<file path="src/rtl/rgbm_pkg.sv">
// ----------------------------------------------------------------------------
// RGB LED matrix PWM scan package
// Shared widths, default sizes, request kinds and the scan status record.
// ----------------------------------------------------------------------------
package rgbm_pkg;

   // Default matrix geometry and PWM phase step.
   localparam int ROWS_DEF     = 8;
   localparam int COLUMNS_DEF  = 8;
   localparam int PWM_STEP_DEF = 4;

   // Each column carries a red, a green and a blue channel.
   localparam int CHANNELS = 3;
   // The result carries enables for at most this many columns.
   localparam int OUT_COLS = 8;

   localparam int BYTE_W    = 8;
   localparam int ROW_OUT_W = 3;
   localparam int PHASE_W   = 8;

   // Stream payload widths.
   localparam int REQ_DATA_W = 8;
   localparam int REQ_USER_W = 1;
   localparam int RSP_DATA_W = 32;

   // Request kinds carried on req_tuser.
   localparam logic ACTION_TICK = 1'b0;
   localparam logic ACTION_BYTE = 1'b1;

   // Scan state captured for a display tick.
   typedef struct packed {
      logic                   frame_valid;
      logic [PHASE_W-1:0]     phase;
      logic [ROW_OUT_W-1:0]   row;
   } scan_info_type;

endpackage

</file>
<file path="src/rtl/rgbm_ram.sv">
// ----------------------------------------------------------------------------
// Generic RAM
// One write port and one read port with a registered read and read enable.
// ----------------------------------------------------------------------------
module rgbm_ram #(
   parameter int WIDTH = 8,
   parameter int DEPTH = 16,
   localparam int ADDR_W = (DEPTH > 1) ? $clog2(DEPTH) : 1
) (
   input  logic              clock,
   input  logic              wr_en,
   input  logic [ADDR_W-1:0] wr_addr,
   input  logic [WIDTH-1:0]  wr_data,
   input  logic              rd_en,
   input  logic [ADDR_W-1:0] rd_addr,
   output logic [WIDTH-1:0]  rd_data
);

   logic [WIDTH-1:0] mem_ff [DEPTH];
   logic [WIDTH-1:0] rd_data_ff;

   always_ff @(posedge clock) begin
      if (wr_en) begin
         mem_ff[wr_addr] <= wr_data;
      end
      if (rd_en) begin
         rd_data_ff <= mem_ff[rd_addr];
      end
   end

   assign rd_data = rd_data_ff;

endmodule

</file>
<file path="src/rtl/rgbm_scan_ctrl.sv">
// ----------------------------------------------------------------------------
// RGB LED matrix scan control
// Keeps the frame write position, the front frame select, the PWM phase and
// the scanned row, and drives the frame store write and read ports.
// ----------------------------------------------------------------------------
module rgbm_scan_ctrl #(
   parameter int ROWS     = 8,
   parameter int COLUMNS  = 8,
   parameter int PWM_STEP = 4,
   localparam int ROW_W   = $clog2(ROWS),
   localparam int LANE_W  = $clog2(COLUMNS * 3),
   localparam int ADDR_W  = ROW_W + 1
) (
   input  logic                    clock,
   input  logic                    reset,
   input  logic                    tick_accept,
   input  logic                    byte_accept,
   output logic                    wr_en,
   output logic [LANE_W-1:0]       wr_lane,
   output logic [ADDR_W-1:0]       wr_addr,
   output logic                    rd_en,
   output logic [ADDR_W-1:0]       rd_addr,
   output rgbm_pkg::scan_info_type info
);

   import rgbm_pkg::*;

   localparam int LANES = COLUMNS * CHANNELS;
   localparam logic [PHASE_W:0] STEP = (PHASE_W + 1)'(PWM_STEP);

   logic [LANE_W-1:0]  wr_lane_ff, wr_lane_in;
   logic [ROW_W-1:0]   wr_row_ff, wr_row_in;
   logic               front_ff, front_in;
   logic [1:0]         frame_valid_ff, frame_valid_in;
   logic [PHASE_W-1:0] phase_ff, phase_in;
   logic [ROW_W-1:0]   scan_row_ff, scan_row_in;

   logic               lane_last;
   logic               row_last;
   logic [PHASE_W:0]   phase_sum;
   logic [ROW_W+2:0]   row_ext;

   assign lane_last = (wr_lane_ff == LANE_W'(LANES - 1));
   assign row_last  = (wr_row_ff == ROW_W'(ROWS - 1));
   assign phase_sum = {1'b0, phase_ff} + STEP;

   always_comb begin
      wr_lane_in     = wr_lane_ff;
      wr_row_in      = wr_row_ff;
      front_in       = front_ff;
      frame_valid_in = frame_valid_ff;
      phase_in       = phase_ff;
      scan_row_in    = scan_row_ff;

      if (byte_accept) begin
         if (lane_last) begin
            wr_lane_in = '0;
            if (row_last) begin
               // The back frame is complete: it becomes the front frame.
               wr_row_in                 = '0;
               front_in                  = ~front_ff;
               frame_valid_in[~front_ff] = 1'b1;
            end else begin
               wr_row_in = wr_row_ff + 1'b1;
            end
         end else begin
            wr_lane_in = wr_lane_ff + 1'b1;
         end
      end

      if (tick_accept) begin
         phase_in = phase_sum[PHASE_W-1:0];
         if (phase_sum[PHASE_W]) begin
            if (scan_row_ff == ROW_W'(ROWS - 1)) begin
               scan_row_in = '0;
            end else begin
               scan_row_in = scan_row_ff + 1'b1;
            end
         end
      end
   end

   always_ff @(posedge clock) begin
      if (reset) begin
         wr_lane_ff     <= '0;
         wr_row_ff      <= '0;
         front_ff       <= 1'b0;
         frame_valid_ff <= '0;
         phase_ff       <= '0;
         scan_row_ff    <= '0;
      end else begin
         wr_lane_ff     <= wr_lane_in;
         wr_row_ff      <= wr_row_in;
         front_ff       <= front_in;
         frame_valid_ff <= frame_valid_in;
         phase_ff       <= phase_in;
         scan_row_ff    <= scan_row_in;
      end
   end

   // Bytes go to the back frame, ticks read the current row of the front frame.
   assign wr_en   = byte_accept;
   assign wr_lane = wr_lane_ff;
   assign wr_addr = {~front_ff, wr_row_ff};
   assign rd_en   = tick_accept;
   assign rd_addr = {front_ff, scan_row_ff};

   // The displayed row number carries the low three bits of the row counter.
   assign row_ext = {3'b000, scan_row_ff};

   always_comb begin
      info.frame_valid = frame_valid_ff[front_ff];
      info.phase       = phase_ff;
      info.row         = row_ext[ROW_OUT_W-1:0];
   end

`ifndef ASSERT_OFF
   // Completing the back frame swaps frames and marks the new front as written.
   a_swap_on_full : assert property (@(posedge clock) disable iff (reset)
      byte_accept && lane_last && row_last |=>
         (front_ff != $past(front_ff)) && frame_valid_ff[front_ff])
      else $error("frame swap missing after the last byte of a frame");

   // No swap happens in any other cycle.
   a_no_stray_swap : assert property (@(posedge clock) disable iff (reset)
      !(byte_accept && lane_last && row_last) |=> $stable(front_ff))
      else $error("front frame changed without a complete frame");

   // The row only moves when the phase wraps.
   a_row_on_wrap : assert property (@(posedge clock) disable iff (reset)
      !(tick_accept && phase_sum[PHASE_W]) |=> $stable(scan_row_ff))
      else $error("scan row advanced without a phase wrap");
`endif

endmodule

</file>
<file path="src/rtl/rgbm_pwm_compare.sv">
// ----------------------------------------------------------------------------
// RGB LED matrix PWM compare stage
// Compares the row read from the frame store with the PWM phase and holds
// the column enables in the result register.
// ----------------------------------------------------------------------------
module rgbm_pwm_compare #(
   parameter int SHOWN_COLS = 8,
   localparam int RD_W = SHOWN_COLS * 3 * 8
) (
   input  logic                             clock,
   input  logic                             reset,
   input  logic                             tick_accept,
   input  rgbm_pkg::scan_info_type          info,
   input  logic [RD_W-1:0]                  rd_data,
   output logic                             take_ready,
   output logic                             rsp_valid,
   input  logic                             rsp_ready,
   output logic [rgbm_pkg::ROW_OUT_W-1:0]   rsp_row,
   output logic [rgbm_pkg::OUT_COLS-1:0]    rsp_red,
   output logic [rgbm_pkg::OUT_COLS-1:0]    rsp_green,
   output logic [rgbm_pkg::OUT_COLS-1:0]    rsp_blue
);

   import rgbm_pkg::*;

   logic                 s1_valid_ff, s1_valid_in;
   scan_info_type        s1_info_ff;
   logic                 out_valid_ff, out_valid_in;
   logic [ROW_OUT_W-1:0] row_ff;
   logic [OUT_COLS-1:0]  red_ff, green_ff, blue_ff;
   logic [OUT_COLS-1:0]  red_in, green_in, blue_in;
   logic                 out_load;

   assign out_load   = !out_valid_ff || rsp_ready;
   assign take_ready = !s1_valid_ff || out_load;

   always_comb begin
      if (tick_accept) begin
         s1_valid_in = 1'b1;
      end else if (out_load) begin
         s1_valid_in = 1'b0;
      end else begin
         s1_valid_in = s1_valid_ff;
      end
      out_valid_in = out_load ? s1_valid_ff : out_valid_ff;
   end

   // Each shown column compares its three channel bytes with the phase.
   always_comb begin
      red_in   = '0;
      green_in = '0;
      blue_in  = '0;
      for (int c = 0; c < SHOWN_COLS; c++) begin
         red_in[c]   = s1_info_ff.frame_valid &&
                       (rd_data[(c*3+0)*BYTE_W +: BYTE_W] > s1_info_ff.phase);
         green_in[c] = s1_info_ff.frame_valid &&
                       (rd_data[(c*3+1)*BYTE_W +: BYTE_W] > s1_info_ff.phase);
         blue_in[c]  = s1_info_ff.frame_valid &&
                       (rd_data[(c*3+2)*BYTE_W +: BYTE_W] > s1_info_ff.phase);
      end
   end

   always_ff @(posedge clock) begin
      if (reset) begin
         s1_valid_ff  <= 1'b0;
         out_valid_ff <= 1'b0;
      end else begin
         s1_valid_ff  <= s1_valid_in;
         out_valid_ff <= out_valid_in;
      end
   end

   always_ff @(posedge clock) begin
      if (tick_accept) begin
         s1_info_ff <= info;
      end
      if (out_load && s1_valid_ff) begin
         row_ff   <= s1_info_ff.row;
         red_ff   <= red_in;
         green_ff <= green_in;
         blue_ff  <= blue_in;
      end
   end

   assign rsp_valid = out_valid_ff;
   assign rsp_row   = row_ff;
   assign rsp_red   = red_ff;
   assign rsp_green = green_ff;
   assign rsp_blue  = blue_ff;

`ifndef ASSERT_OFF
   // A tick never lands on a pending item that cannot move on.
   a_no_overrun : assert property (@(posedge clock) disable iff (reset)
      tick_accept |-> (!s1_valid_ff || out_load))
      else $error("tick accepted while the compare stage was blocked");

   // An accepted tick always reaches the compare stage.
   a_tick_enters : assert property (@(posedge clock) disable iff (reset)
      tick_accept |=> s1_valid_ff)
      else $error("accepted tick lost before the compare stage");

   // A blocked compare stage keeps its item.
   a_stage_holds : assert property (@(posedge clock) disable iff (reset)
      s1_valid_ff && !out_load |=> s1_valid_ff && $stable(s1_info_ff))
      else $error("blocked compare stage lost or changed its item");
`endif

endmodule

</file>
<file path="src/rtl/rgb_led_matrix_pwm_scan.sv">
// ----------------------------------------------------------------------------
// RGB LED matrix PWM scan
// Row-multiplexed PWM driver for an RGB LED matrix with a double-buffered
// frame store.
// ----------------------------------------------------------------------------
// Usage: each request on the req_ channel is either a frame byte
// (req_tuser = 1) or a display tick (req_tuser = 0). Frame bytes fill the
// back frame in row-major order, red, green and blue for each column; after
// ROWS*COLUMNS*3 bytes the frames swap and writing starts over at the first
// byte. A frame byte produces no response.
// Each tick produces one response on the rsp_ channel: the scanned row and a
// red, green and blue enable per column, set where the channel byte of the
// front frame exceeds the PWM phase. The phase then steps by PWM_STEP and the
// row advances each time the phase wraps past 255.
// A tick goes through the registered frame store read and then the compare
// into the response register before it shows on rsp_tvalid. Throughput is
// one request per cycle while req_tready stays high.
// The frame store keeps one RAM per shown column channel, one entry per row
// of each frame. Reset clears the counters and marks both frames unwritten;
// an unwritten frame displays as all dark, so no clearing pass is needed.
// When the receiver stalls, one response waits in the response register and
// one in the compare stage; req_tready drops only once both are occupied.
// ----------------------------------------------------------------------------
module rgb_led_matrix_pwm_scan #(
   parameter int ROWS     = rgbm_pkg::ROWS_DEF,
   parameter int COLUMNS  = rgbm_pkg::COLUMNS_DEF,
   parameter int PWM_STEP = rgbm_pkg::PWM_STEP_DEF
) (
   input  logic                              clock,
   input  logic                              reset,
   input  logic                              req_tvalid,
   output logic                              req_tready,
   // [7:0] rx_byte
   input  logic [rgbm_pkg::REQ_DATA_W-1:0]   req_tdata,
   // [0] action
   input  logic [rgbm_pkg::REQ_USER_W-1:0]   req_tuser,
   output logic                              rsp_tvalid,
   input  logic                              rsp_tready,
   // [2:0] active_row, [10:3] red_enables, [18:11] green_enables,
   // [26:19] blue_enables, [31:27] zero
   output logic [rgbm_pkg::RSP_DATA_W-1:0]   rsp_tdata
);

   import rgbm_pkg::*;

   localparam int ROW_W      = $clog2(ROWS);
   localparam int LANE_W     = $clog2(COLUMNS * CHANNELS);
   localparam int ADDR_W     = ROW_W + 1;
   localparam int RAM_DEPTH  = 2 ** ADDR_W;
   localparam int SHOWN_COLS = (COLUMNS < OUT_COLS) ? COLUMNS : OUT_COLS;
   localparam int SHOWN_LANES = SHOWN_COLS * CHANNELS;
   localparam int PAD_W      = RSP_DATA_W - ROW_OUT_W - 3 * OUT_COLS;

   logic                        req_accept;
   logic                        tick_accept;
   logic                        byte_accept;
   logic                        wr_en;
   logic [LANE_W-1:0]           wr_lane;
   logic [ADDR_W-1:0]           wr_addr;
   logic                        rd_en;
   logic [ADDR_W-1:0]           rd_addr;
   scan_info_type               info;
   logic [SHOWN_LANES*BYTE_W-1:0] rd_data;
   logic                        take_ready;
   logic [ROW_OUT_W-1:0]        rsp_row;
   logic [OUT_COLS-1:0]         rsp_red;
   logic [OUT_COLS-1:0]         rsp_green;
   logic [OUT_COLS-1:0]         rsp_blue;

   assign req_tready  = take_ready;
   assign req_accept  = req_tvalid && req_tready;
   assign tick_accept = req_accept && (req_tuser[0] == ACTION_TICK);
   assign byte_accept = req_accept && (req_tuser[0] == ACTION_BYTE);

   rgbm_scan_ctrl #(
      .ROWS     (ROWS),
      .COLUMNS  (COLUMNS),
      .PWM_STEP (PWM_STEP)
   ) u_scan_ctrl (
      .clock       (clock),
      .reset       (reset),
      .tick_accept (tick_accept),
      .byte_accept (byte_accept),
      .wr_en       (wr_en),
      .wr_lane     (wr_lane),
      .wr_addr     (wr_addr),
      .rd_en       (rd_en),
      .rd_addr     (rd_addr),
      .info        (info)
   );

   // One byte-wide RAM per shown column channel; columns past the result
   // width are counted in the write position but never stored.
   for (genvar l = 0; l < SHOWN_LANES; l++) begin : g_lane
      logic lane_wr_en;

      assign lane_wr_en = wr_en && (wr_lane == LANE_W'(l));

      rgbm_ram #(
         .WIDTH (BYTE_W),
         .DEPTH (RAM_DEPTH)
      ) u_ram (
         .clock   (clock),
         .wr_en   (lane_wr_en),
         .wr_addr (wr_addr),
         .wr_data (req_tdata[BYTE_W-1:0]),
         .rd_en   (rd_en),
         .rd_addr (rd_addr),
         .rd_data (rd_data[l*BYTE_W +: BYTE_W])
      );
   end

   rgbm_pwm_compare #(
      .SHOWN_COLS (SHOWN_COLS)
   ) u_pwm_compare (
      .clock       (clock),
      .reset       (reset),
      .tick_accept (tick_accept),
      .info        (info),
      .rd_data     (rd_data),
      .take_ready  (take_ready),
      .rsp_valid   (rsp_tvalid),
      .rsp_ready   (rsp_tready),
      .rsp_row     (rsp_row),
      .rsp_red     (rsp_red),
      .rsp_green   (rsp_green),
      .rsp_blue    (rsp_blue)
   );

   assign rsp_tdata = {{PAD_W{1'b0}}, rsp_blue, rsp_green, rsp_red, rsp_row};

endmodule

</file>
<file path="config.mk">
export PLATFORM = sky130hd
export DESIGN_NAME = rgb_led_matrix_pwm_scan
export DESIGN_NICKNAME = d
export VERILOG_FILES = /design/src/rtl/rgbm_pkg.sv /design/src/rtl/rgbm_ram.sv /design/src/rtl/rgbm_scan_ctrl.sv /design/src/rtl/rgbm_pwm_compare.sv /design/src/rtl/rgb_led_matrix_pwm_scan.sv
export SDC_FILE = /design/constraint.sdc
export NUM_CORES = 2
export LEC_CHECK = 0
export BUFFER_PORTS_ARGS = -buffer_cell sky130_fd_sc_hd__buf_2
export CAP_MARGIN = 5
export CELL_PAD_IN_SITES_DETAIL_PLACEMENT = 0
export CELL_PAD_IN_SITES_GLOBAL_PLACEMENT = 1
export CORE_MARGIN = 2
export CORE_UTILIZATION = 35
export CTS_CLUSTER_SIZE = 24
export DETAILED_ROUTE_END_ITERATION = 8
export GPL_TIMING_DRIVEN = 0
export HOLD_SLACK_MARGIN = 0.08
export PLACE_DENSITY_LB_ADDON = 0.1
export SKIP_LAST_GASP = 1
export SYNTH_ARGS = -nofsm -noshare
export SYNTH_HDL_FRONTEND = slang
export SYNTH_SLANG_ARGS = --single-unit
</file>
<file path="constraint.sdc">
create_clock -name clock -period 12.3 [get_ports clock]
set_input_delay 1.23 -clock clock [delete_from_list [all_inputs] [get_ports clock]]
set_output_delay 1.23 -clock clock [all_outputs]
set_load 0.02 [all_outputs]
</file>
* Word-level counts from Yosys, hierarchy flattened
Memory sizes are Yosys's and may differ from the RTL's. A register that Yosys moved wholly into a read port is not among the register bits. Index checks and enable logic that the tools add are counted.
Word-level totals: flip-flop bits (word level) 63, logic and storage cells 217, output and inout bits 34, bits in writable memories 3072, input bits 13, memories 24
Cells by class: magnitude comparators 27, equality and inequality tests 25, reduce and logical (&&, ||, !) cells 62, add/sub/neg operators 4, bitwise logic cells 3, muxes and demuxes 57
Memories:
- g_lane[0].u_ram.mem_ff | depth 16, width 8, rd ports 1, clocked after memory_dff 1, wr ports 1, line rgbm_ram.sv:19 | logic [WIDTH-1:0] mem_ff [DEPTH];
- g_lane[10].u_ram.mem_ff | depth 16, width 8, rd ports 1, clocked after memory_dff 1, wr ports 1, line rgbm_ram.sv:19
- g_lane[11].u_ram.mem_ff | depth 16, width 8, rd ports 1, clocked after memory_dff 1, wr ports 1, line rgbm_ram.sv:19
- g_lane[12].u_ram.mem_ff | depth 16, width 8, rd ports 1, clocked after memory_dff 1, wr ports 1, line rgbm_ram.sv:19
- g_lane[13].u_ram.mem_ff | depth 16, width 8, rd ports 1, clocked after memory_dff 1, wr ports 1, line rgbm_ram.sv:19
- g_lane[14].u_ram.mem_ff | depth 16, width 8, rd ports 1, clocked after memory_dff 1, wr ports 1, line rgbm_ram.sv:19
- +18 memories
Operators by type and width (count):
- $gt A8 B8 Y1 | 24
- $logic_and A1 B1 Y1 | 53
- $mux W1 | 53
- $eq A5 B4 Y1 const B | 8
- $eq A5 B5 Y1 const B | 8
- $eq A5 B3 Y1 const B | 4
- $eq A5 B2 Y1 const B | 2
- $add A8 B3 Y9 const B | 1
- $add A3 B1 Y3 const B | 2
- $eq A3 B3 Y1 const B | 2
- $mux W3 | 2
- $add A5 B1 Y5 const B | 1
- $eq A5 B1 Y1 const B | 1
- $logic_not A5 Y1 | 1
- $mux W5 | 1
- $lt A1 B2 Y1 const B | 2
- $reduce_and A2 Y1 | 2
- $reduce_and A3 Y1 | 1
- $logic_not A1 Y1 | 2
- $logic_or A1 B1 Y1 | 2
- $not A1 Y1 | 2
- $or A2 B2 Y2 | 1
- $reduce_bool A2 Y1 | 1
- $demux W1 S1 | 1
- $ge A1 B1 Y1 const B | 1

* Depth between registers and ports, before layout
depth after elaboration 8, depth in mapped cells 8

* Cells and area by module
Synthesis repeated with hierarchy kept, for this count alone.
Second synthesis, totals: cell total of the unflattened synthesis 6188, area total of the unflattened synthesis 132072.9 µm²
By module, submodules not included:
- rgbm_ram | instances 24, cells an instance 229, area each 5227.5 µm²
- rgbm_pwm_compare | instances 1, cells an instance 545, area each 5416.4 µm²
- rgbm_scan_ctrl | instances 1, cells an instance 103, area each 963.4 µm²
- rgb_led_matrix_pwm_scan | instances 1, cells an instance 44, area each 232.7 µm²

* Worst setup path after synthesis
No wires, ideal clock.
path type input -> register, from input rsp_tready, to register g_lane[0].u_ram.rd_data_ff[0], read port of g_lane[0].u_ram.mem_ff (enable), setup slack 6.002 ns, required time 11.747 ns, library setup time 0.553 ns, data arrival time 5.745 ns, cell stages on the path 5, cells stage by stage and3b_1 buf_4 inv_2 nand2_1 inv_1
On the way: word-level cells in the longest chain between the ends 4
Ends and longest elaborated chain:
- from (decl) | line rgb_led_matrix_pwm_scan.sv:38 | input logic rsp_tready,
- $logic_or A1 B1 Y1 | line rgbm_pwm_compare.sv:34 | assign out_load = !out_valid_ff || rsp_ready;
- $logic_or A1 B1 Y1 | line rgbm_pwm_compare.sv:35 | assign take_ready = !s1_valid_ff || out_load;
- named net req_tready | line rgb_led_matrix_pwm_scan.sv:32 | output logic req_tready,
- $logic_and A1 B1 Y1 | line rgb_led_matrix_pwm_scan.sv:71 | assign req_accept = req_tvalid && req_tready;
- $logic_and A1 B1 Y1 | line rgb_led_matrix_pwm_scan.sv:72 | assign tick_accept = req_accept && (req_tuser[0] == ACTION_TICK);
- named net g_lane[0].u_ram.rd_en | line rgbm_ram.sv:14 | input logic rd_en,
- to (decl) | line rgbm_ram.sv:20 | logic [WIDTH-1:0] rd_data_ff;
The timed path passes the listed nets, and every way through them passes these cells. A chain may end at the register's enable or synchronous reset.

* Worst setup path in the final report
from register u_scan_ctrl.front_ff, to memory g_lane[2].u_ram.mem_ff[3][6] (enable)
On the way: word-level cells in the longest chain between the ends 1
Ends and longest elaborated chain:
- from (decl) | line rgbm_scan_ctrl.sv:33 | logic front_ff, front_in;
- from (signal assigned) | line rgbm_scan_ctrl.sv:94 | front_ff <= front_in;
- $not A1 Y1 | line rgbm_scan_ctrl.sv:104 | assign wr_addr = {~front_ff, wr_row_ff};
- to (decl) | line rgbm_ram.sv:19
No other way between the ends.

==> flow_metrics.tcl <==
set metrics [dict create \
    layoutNonFillerInstCount 11680 \
    fp-row-count 222 \
    ir_worst_vdd_mv 0.1003 \
    seq_area_frac_synth_pct 77.76 \
    end_kind "flip-flop" \
    worstPathRequired_ps 12830 \
    p_leak_nw 46.08 \
    antenna_found_initial 32 \
    grt_busiest_layer "met2" \
    worstPathMaxFanout 10 \
    critPathKind "reg -> reg" \
    grt_setup_unrepaired "no" \
    cts_hold_buf 0 \
    synth_edf_count 3301 \
    synth_top_area_share_pct 77.42 \
    initial_core_util_pct 35.08 \
    clock_sinks 3323 \
    setup_tns_ps 0 \
    fin_skew_ps 40.59 \
    fin_nets 6696 \
    dp_cells 10970 \
    grt_max_degree 145 \
    syn_area_um2 128000 \
    grt-ovfl-total 0 \
    yosys-top-cells-area "edfxtp_1, mux4_2, a22oi_1, ha_1, nor2_1" \
    fp.dieH_um 608.8 \
    cts_tree "yes" \
    synth-seq-cells 3323 \
    port_buffers 41 \
    grt_pass1_wl_um 564200 \
    wl_per_cell_um 35.85 \
    drive_gt1_share_pct 24.10 \
    drt_first_pass_iters 6 \
    grtUsageMet1_pct 30.84 \
    min_path_type "reg -> reg" \
    worst_slew_pin_slew_ps 1330 \
    globalplace.congestion 0.7677 \
    fmax_mhz 238.3 \
    totalWireLength_um 418600 \
    hold_slack_ps 417.5 \
    die_width_um 608.8 \
    ys.flop_type "edfxtp_1" \
    grt_usage_pct 22.36 \
    fillers 32420 \
    yosysWarnings 0 \
    syn_avg_cell_area_um2 21.32 \
    drc_errors 0 \
    die_area_um2 370700 \
    syn2layout_area_growth_pct 16.49 \
    async_reset_ff_share_pct 0 \
    grt_pass1_vias 65040 \
    use_met2_pct 36.93 \
    synth_top_cell_by_area "edfxtp_1" \
    use_met3_pct 3.103 \
    fin_crit_sh_pct 34.12 \
    run_status "finished, final reports clean" \
    setup_viol 0 \
    clock_path_buffers 4 \
    numCtsBuffers 375 \
    clk-insertion-delay-late_ps 960 \
    crit_arrival_ps 4730 \
    multiInputGateArea_um2 26550 \
    drtIter0Drc 7123 \
    clk_pin_slew_worst_paths_ps 60 \
    root_buffer "clkbuf_16" \
    relSlewSlack_pct 10.99 \
    vias 63550 \
    via_per_inst 5.443 \
    regArea_um2 99570 \
    power_density_nw_per_um2 162.1 \
    ios 47 \
    finalCriticalPeriod_ps 4197 \
    ant_nets 0 \
    core_um2 365000 \
    hpwl_um 267100 \
    cts.repair.resized 0 \
    netlist_instances 6007 \
    max_cap_violations 0 \
    ys_types 49 \
    startpoint_type "flip-flop" \
    htree_num_levels 5 \
    timing.final.hold_violations 0 \
    postCtsSetupBuffers 0 \
    drv_slew 0 \
]
## metal layers
metal	share of wire, %	wire, um	vias up
met5	0	0	-
met1	43	179400	34840
li1	-	-	26160
met4	3.1	13130	0
met3	5.4	22630	557
met2	49	203400	1992
## final cells by class
cell class	instances	area share, %
tap	4816	4.040
inverter	62	0.1695
antenna	21	0.03523
timing repair buffer	138	1.728
sequential	3323	66.75
multi-input combinational	2292	17.80
clock buffer	459	6.687
clock inverter	230	1.577
buffer	334	1.211
## worst paths after layout
check                                                 start                           end  slack [ps]  cells past startpoint
worst max-delay path                   u_scan_ctrl.front_ff  g_lane[2].u_ram.mem_ff[3][6]        8100                      6
worst max register to register         u_scan_ctrl.front_ff  g_lane[2].u_ram.mem_ff[3][6]        8100                      6
worst min-delay path            u_pwm_compare.s1_info_ff[1]      u_pwm_compare.rsp_row[1]         420                      0
worst min register to register  u_pwm_compare.s1_info_ff[1]      u_pwm_compare.rsp_row[1]         420                      0
## worst max-delay path, stage by stage (launching register included)
cell and delay [ps]:
dfxtp_1 310, buf_2 190, inv_2 380, nor2_1 350, nand2_1 580, clkbuf_2 720, nor2_1 1190
## metrics by stage
| step | setup slack (ps) | area (um2) | utilization [%] | total power, W |
|---|---|---|---|---|
| after floorplan | 6002 | 128100 | - | 0.01280 |
| after global placement | -151.1 | 134300 | 36.79 | 0.01313 |
| after detailed placement | 7407 | 136800 | 37.47 | 0.01310 |
| after CTS | 8074 | 149100 | 40.85 | 0.02440 |
| after global routing | 8068 | 149100 | 40.86 | 0.02484 |
| final | 8103 | 149200 | 40.87 | 0.02417 |
## registers in the layout, indices dropped and copies added (netlist names), 3 cells and up
| signal | flops |
|---|---|
| u_pwm_compare.rsp_green | 8 |
| u_scan_ctrl.scan_row_ff | 3 |
| g_lane.u_ram.mem_ff | 3072 |
| u_pwm_compare.rsp_blue | 8 |
| u_scan_ctrl.wr_row_ff | 3 |
| u_pwm_compare.s1_info_ff | 10 |
| u_pwm_compare.rsp_row | 3 |
| u_scan_ctrl.phase_ff | 6 |
| u_scan_ctrl.wr_lane | 5 |
| g_lane.u_ram.rd_data | 192 |
| u_pwm_compare.rsp_red | 8 |
## synth_stat cells, types with 11 or more instances
cell type	n
a21o_1	24
a21oi_1	58
a221o_1	11
a22o_1	15
a22oi_1	365
buf_1	24
buf_2	97
buf_6	42
clkbuf_1	161
dfxtp_1	22
edfxtp_1	3301
ha_1	157
inv_1	60
mux2i_1	64
mux4_2	738
nand2_1	228
nand3_1	22
nand4_1	27
nor2_1	436
nor2b_1	32
o311a_1	24
or4_1	24
## cell usage in the layout, fill, tap and decap left out, types with 82 or more instances in the layout
cell type | synthesis | final
edfxtp_1 | 3301 | 3301
nor2_1 | 436 | 435
clkbuf_1 | 161 | 171
a22oi_1 | 365 | 365
clkinv_2 | 0 | 82
nand2_1 | 228 | 228
ha_1 | 157 | 157
mux4_2 | 738 | 738
buf_2 | 97 | 131
clkbuf_16 | 0 | 387
## power breakdown
group          internal [W]  switching (W)
Sequential           0.0125      0.0000116
Clock               0.00667        0.00465
Combinational     0.0000763       0.000297
Total                0.0192        0.00496
## logic make-up after synthesis
family                     count (synthesis)  synth area share (%)
AOI/OAI and AO/OA                        522                 3.009
xor gates and xnor gates                   8               0.05472
adders and majority gates                157                 1.534
buffers and inverters                    396                 1.531
DFF                                     3323                 77.76
muxes                                    803                 13.49
other                                      1              0.002929
and+or+nand+nor                          797                 2.617
(Power assumes the default switching activity.)
